[src/design/rms_pkg.sv]
// ----------------------------------------------------------------------------
// rms_pkg
// Shared constants, codes and the cell control word of the running median
// store.
// ----------------------------------------------------------------------------
package rms_pkg;

  localparam int CAPACITY = 64;
  localparam int CNT_W    = $clog2(CAPACITY + 1);
  localparam int IDX_W    = (CAPACITY > 1) ? $clog2(CAPACITY) : 1;
  localparam int DATA_W   = 32;

  typedef enum logic [1:0] {
    CMD_INSERT = 2'd0,
    CMD_POP    = 2'd1,
    CMD_CLEAR  = 2'd2
  } cmd_t;

  typedef enum logic [1:0] {
    ST_OK     = 2'd0,
    ST_MEDIAN = 2'd1,
    ST_EMPTY  = 2'd2,
    ST_FULL   = 2'd3
  } status_t;

  // Broadcast to every cell in the chain
  typedef struct packed {
    logic                     ins_en;
    logic                     pop_en;
    logic signed [DATA_W-1:0] value;
    logic [CNT_W-1:0]         count;
    logic [CNT_W-1:0]         pop_idx;
  } cell_ctl_t;

endpackage

[src/design/rms_cell.sv]
// ----------------------------------------------------------------------------
// rms_cell
// One slot of the sorted chain: holds a value, compares it with the new
// word and shifts left or right with its neighbors.
// ----------------------------------------------------------------------------
module rms_cell (
  input  logic                                 clk,
  input  logic [rms_pkg::IDX_W-1:0]            cell_idx,
  input  rms_pkg::cell_ctl_t                   ctl,
  input  logic signed [rms_pkg::DATA_W-1:0]    left_data,
  input  logic                                 left_before,
  input  logic signed [rms_pkg::DATA_W-1:0]    right_data,
  output logic signed [rms_pkg::DATA_W-1:0]    data,
  output logic                                 ins_here,
  output logic signed [rms_pkg::DATA_W-1:0]    tap
);

  logic signed [rms_pkg::DATA_W-1:0] data_r;
  logic signed [rms_pkg::DATA_W-1:0] data_nxt;
  logic [rms_pkg::CNT_W-1:0]         my_pos;
  logic                              occupied;

  assign my_pos   = rms_pkg::CNT_W'(cell_idx);
  assign occupied = my_pos < ctl.count;
  // New word belongs at or before this slot; empty slots count as after it
  assign ins_here = !occupied || (ctl.value < data_r);
  assign data     = data_r;
  assign tap      = (my_pos == ctl.pop_idx) ? data_r : '0;

  always_comb begin
    data_nxt = data_r;
    if (ctl.ins_en && ins_here) begin
      data_nxt = left_before ? left_data : ctl.value;
    end else if (ctl.pop_en && (my_pos >= ctl.pop_idx)) begin
      data_nxt = right_data;
    end
  end

  always_ff @(posedge clk) begin
    data_r <= data_nxt;
  end

endmodule

[config.mk]
export PLATFORM = sky130hd
export DESIGN_NAME = rms_cell
export DESIGN_NICKNAME = d
export VERILOG_FILES = /design/src/design/rms_pkg.sv /design/src/design/rms_cell.sv
export SDC_FILE = /design/constraint.sdc
export NUM_CORES = 1
export LEC_CHECK = 0
export BUFFER_PORTS_ARGS = -buffer_cell sky130_fd_sc_hd__buf_2
export CAP_MARGIN = 20
export CORE_MARGIN = 5
export CORE_UTILIZATION = 28
export CTS_BUF_LIST = sky130_fd_sc_hd__clkbuf_8
export DETAILED_ROUTE_END_ITERATION = 6
export PLACE_DENSITY = 0.57
export SETUP_SLACK_MARGIN = 0.05
export SLEW_MARGIN = 40
export SYNTH_ARGS = -nofsm -noshare
export SYNTH_HDL_FRONTEND = slang
export SYNTH_SLANG_ARGS = --single-unit
export TNS_END_PERCENT = 5
[constraint.sdc]
create_clock -name clk -period 3.43 [get_ports clk]
set_input_delay 0.1715 -clock clk [delete_from_list [all_inputs] [get_ports clk]]
set_output_delay 0.1715 -clock clk [all_outputs]
set_load 0.1 [all_outputs]
== After elaboration in Yosys (flattened, before gate mapping) ==
Index checks and enable logic that the tools add are counted.
Word-level totals
  output and inout bits: 65
  register bits after elaboration: 32
  word-level logic and storage cells: 14
  input port bits: 120
Operators by class
  multiplexer cells: 4
  eq/ne operators: 1
  $lt $le $gt $ge: 3
  reductions and logical operators: 5
Operators by type and width (count)
  2-to-1 mux 32 bit: 4
  < comparator 32 bit: 1
  equality test 6 x 7 -> 1 bit: 1
  >= comparator 6 x 7 -> 1 bit: 1
  < comparator 6 x 7 -> 1 bit: 1
  logical AND 1 bit: 2
  nonzero test 2 bit: 1
  zero test 1 bit: 1
  logical OR 1 bit: 1

== Logic depth before layout (Yosys ltp) ==
  depth after elaboration: 5
  gate-level depth with buffers: 9
  gate-level depth less buffers: 8

== Least setup slack after synthesis ==
No wires, ideal clock.
  kind: register -> register
  from: register data_r (netlist bit data[1])
  to: register data_r (netlist bit data[0]), enable pin
  stages on the path, launching flop included: 9
  arrival time: 3.189 ns
  setup slack: -0.133 ns
  buffers on the path: 1
  period minus slack after synthesis: 3.563 ns
  required time: 3.055 ns
  setup time: 0.375 ns
  cells stage by stage: edfxtp_1 -> inv_1 -> ha_1 -> a2111o_1 -> a311oi_1 -> o22ai_1 -> o311ai_4 -> buf_6 -> or2_2
Between the ends
  cells in the longest elaborated chain, start to end: 4
Ends and longest elaborated chain
  start, declared: line rms_cell.sv:18  | logic signed [rms_pkg::DATA_W-1:0] data_r;
  start signal, assigned: line rms_cell.sv:40  | data_r <= data_nxt;
  < comparator 32 bit: line rms_cell.sv:26  | assign ins_here = !occupied || (ctl.value < data_r);
  logical OR 1 bit: line rms_cell.sv:26
  logical AND 1 bit: line rms_cell.sv:32  | if (ctl.ins_en && ins_here) begin
  nonzero test 2 bit (no source line)
Every way passes these cells.
A chain may end at the register's enable or synchronous reset.

== Worst setup path in the final report ==
  from: register data_r (netlist bit data[31])
  to: output ins_here
Between the ends
  cells in the longest elaborated chain, start to end: 2
Ends and longest elaborated chain
  < comparator 32 bit: line rms_cell.sv:26
  logical OR 1 bit: line rms_cell.sv:26
  end, declared: line rms_cell.sv:14  | output logic ins_here,
Every way passes these cells.

==> run summary <==
===============================================================================
Run status                                                         finished, final reports clean
Total count of hold-check failures in the final report                        0
P_sw                                                                  0.00137 W
Final instance count without filler cells                                   628
Worst r2r src                                                           data[1]
Max reg flops                                                                32
Switching fraction of total power                                         55.2%
Post-detailed-route via-to-cell ratio                                      4.68
Max-cap check violation count                                                 0
R2r endpoint                                                           data[19]
Critical Setup Path Class                                          flip-flop to primary output
Total nets after synthesis                                                  467
Post-synthesis instance total                                               305
Leakage                                                                 2.12 nW
Max stage delay on crit path                                             490 ps
Iteration-0 DRC count of the detailed router                                 64
Cells traversed along the worst timing path                        inv_1 -> ha_1 -> nand4_1 -> nor4_1 -> nand3_1 -> o22ai_1 -> or3_1 -> a22o_2 -> buf_2
Global-route wire length before repair                                  14.8 mm
Clock insertion delay at the later pin of the skew report                280 ps
Least-Margin Pin Slew                                                    840 ps
Depth of the worst register-to-register path                                  8
Number of global-route vias before repair                                 3,118
Setup repair after global routing missed its margin                       false
Nature of the critical path endpoint                               primary output
FF+latch count, synth                                                        32
Number of buffers created by CTS                                              5
Part of the cycle the worst path needs                                    91.5%
Antenna violations before repair                                              1
Maximum resistive drop on vdd                                          0.299 mV
Routed wire length per instance                                         15.8 um
Number of H-tree levels                                                       2
Final critical-path required period                                     3140 ps
Pin count of the biggest net entering global routing                         33
Final net count                                                             650
Final max-slew violation count                                                0
Final weighted congestion of routability-driven global placement          0.817
Arrival @ worst endpoint                                                2970 ps
Post-CTS setup buffers                                                        0
Worst setup margin                                                       291 ps
Max Clock Skew                                                          6.34 ps
Die Outline Area                                                     13,100 um2
Seq/Total Area, Yosys                                                     31.4%
Final total negative setup slack                                           0 ps
Crit path to                                                           ins_here
Num ports                                                                   185
Count of clock tree sinks                                                    32
Mapped Area                                                            3060 um2
Clock tree from TritonCTS                                                  done
Die width                                                                115 um
Post-synth cell types                                                        34
Via count                                                                 2,942
Top cell type by total area after synthesis                        sky130_fd_sc_hd__edfxtp_1
Total wirelength of the detailed-routed design                          9.89 mm
Share of cells above drive strength 1                                     53.5%
Filler cell count                                                         1,134
Required time reported for the critical path endpoint                   3260 ps
Reg clk slew, reported paths                                              70 ps
Maximum clock path buffer count                                               2
End-of-flow core utilization                                              39.0%
Port bufs                                                                   184
Post-placement worst setup slack                                         458 ps
Starting density of the core                                              28.3%
Critical Path Start Type                                              flip-flop
Number of cells after detailed placement                                    621
Flop2flop setup slack                                                    510 ps
Post-CTS Resized                                                              0
Final count of negative-setup-slack endpoints                                 0
Gr usage total                                                            14.4%
Core Area                                                            10,800 um2
Global route total overflow                                                   0
CP Launch Point                                                        data[31]
Std cell rows                                                                38
Antenna diode instance count                                                  0
Clock root buffer                                                  sky130_fd_sc_hd__clkbuf_8
Die height                                                               115 um
Highest clock rate                                                      319 MHz
Detailed-route DRC error count                                                0
Internal Power                                                        0.00111 W
Detailed placer's ending HPWL                                           8.21 mm
Master of the slowest instance on the critical path                sky130_fd_sc_hd__nor4_1
Number of nets with antenna violations after routing                          0
Warning count from the yosys run                                              0
Synth area leaders                                                 sky130_fd_sc_hd__edfxtp_1, sky130_fd_sc_hd__mux2_2, sky130_fd_sc_hd__ha_1, sky130_fd_sc_hd__inv_1, sky130_fd_sc_hd__nor3_1
Hold-fix buffers, CTS                                                         0
Growth of design area from synthesis to finish                            37.5%
Power per Cell Area                                                  591 nW/um2
Drt first pass iters                                                          4
Largest fanout of any net on the critical path                                6
Post-synthesis area per instance                                       10.0 um2
Relative slew margins                                                     43.8%
HP Class                                                           primary input to flip-flop
Power share of the combinational group                                    63.4%
Fraction of power consumed by the clock network                           11.3%
Area share of the largest cell type after synthesis                       31.4%
Sequential group share of total power                                     25.3%
===============================================================================
[worst min path at each step]
stage	start	endpoint	depth (start not counted)
final	right_data[6]	data[6]	2
after global routing	right_data[5]	data[5]	2
after CTS	right_data[6]	data[6]	2
after detailed placement	right_data[6]	data[6]	2
after global placement	right_data[6]	data[6]	2
after floorplan	right_data[6]	data[6]	1
[stage by stage]
stage	area, um2	power, W	hold slack, ps
after floorplan	3060	0.00192	372
after global placement	4120	0.00221	460
after detailed placement	4120	0.00223	469
after CTS	4200	0.00252	169
after global routing	4200	0.00263	177
final	4200	0.00248	174
[logic make-up (layout without fill, tap and decap cells)]
group | Yosys count | after routing | share of synthesized area [%]
AO/OA/AOI/OAI | 38 | 38 | 8.27
adder cells (fa/ha/maj) | 42 | 42 | 17.2
buffers and inverters | 59 | 242 | 7.98
flip-flops | 32 | 32 | 31.4
multiplexers | 64 | 64 | 23.6
AND/OR/NAND/NOR | 70 | 70 | 11.6
[power groups by stage]
| stage | logic, W | clock network (W) | registers (W) |
|---|---|---|---|
| after floorplan | 0.000579 | 0 | 0.00134 |
| after global placement | 0.00158 | 0 | 0.000637 |
| after detailed placement | 0.00159 | 0 | 0.000639 |
| after CTS | 0.00160 | 0.000293 | 0.000631 |
| after global routing | 0.00169 | 0.000307 | 0.000641 |
| final | 0.00157 | 0.000280 | 0.000629 |
[cell usage in the layout (no fill, tap or decap), types with 9 or more instances in the layout]
cell / n
sky130_fd_sc_hd__ha_1: 42
sky130_fd_sc_hd__o21ai_0: 9
sky130_fd_sc_hd__nor3_1: 33
sky130_fd_sc_hd__inv_1: 47
sky130_fd_sc_hd__mux2_2: 63
sky130_fd_sc_hd__buf_2: 183
sky130_fd_sc_hd__a21oi_1: 15
sky130_fd_sc_hd__nand2_1: 12
sky130_fd_sc_hd__edfxtp_1: 32
[Yosys cell counts, drive strengths merged]
| cell type | n |
|---|---|
| a22o | 1 |
| or3 | 1 |
| o21ai | 9 |
| mux2 | 64 |
| nor4 | 1 |
| nand4b | 1 |
| o311ai | 1 |
| buf | 3 |
| and2 | 1 |
| a311oi | 1 |
| nand4 | 4 |
| nor2b | 1 |
| o21a | 1 |
| a21oi | 15 |
| edfxtp | 32 |
| a2111o | 1 |
| a21o | 3 |
| ha | 42 |
| nand2b | 4 |
| or2 | 1 |
| nand3 | 6 |
| nor3 | 33 |
| inv | 46 |
| a211o | 1 |
| o31ai | 1 |
| o22ai | 1 |
| a221oi | 1 |
| nand2 | 12 |
| a2bb2oi | 1 |
| nor2 | 4 |
| clkbuf | 10 |
| and4 | 1 |
| a211oi | 1 |
[layer usage]
metal	wire length (um)	track usage [%]	vias to the layer above	part of all wire, %
met5	7	0	-	0.071
met4	61	2.85	2	0.62
met3	819	3.86	8	8.3
met2	5100	27.2	99	52
met1	3900	16.0	1355	39
li1	-	-	1478	-
[worst max-delay path, delay by kind of cell (launching register included)]
family	cells	cell delay, ps
flip-flops	1	340
AO/OA/AOI/OAI	2	470
adder cells (fa/ha/maj)	1	370
AND/OR/NAND/NOR	4	1010
buffers and inverters	2	490
[cell type report]
class	count	area, um2	share of cell area, %
sequential	32	961	22.9
inverter	46	173	4.11
multi-input combinational	214	1860	44.2
clock inverter	2	8.76	0.208
clock buffer	5	68.8	1.64
timing repair buffer	189	961	22.9
tap	140	175	4.17
Power figures use the tool's default switching activity.
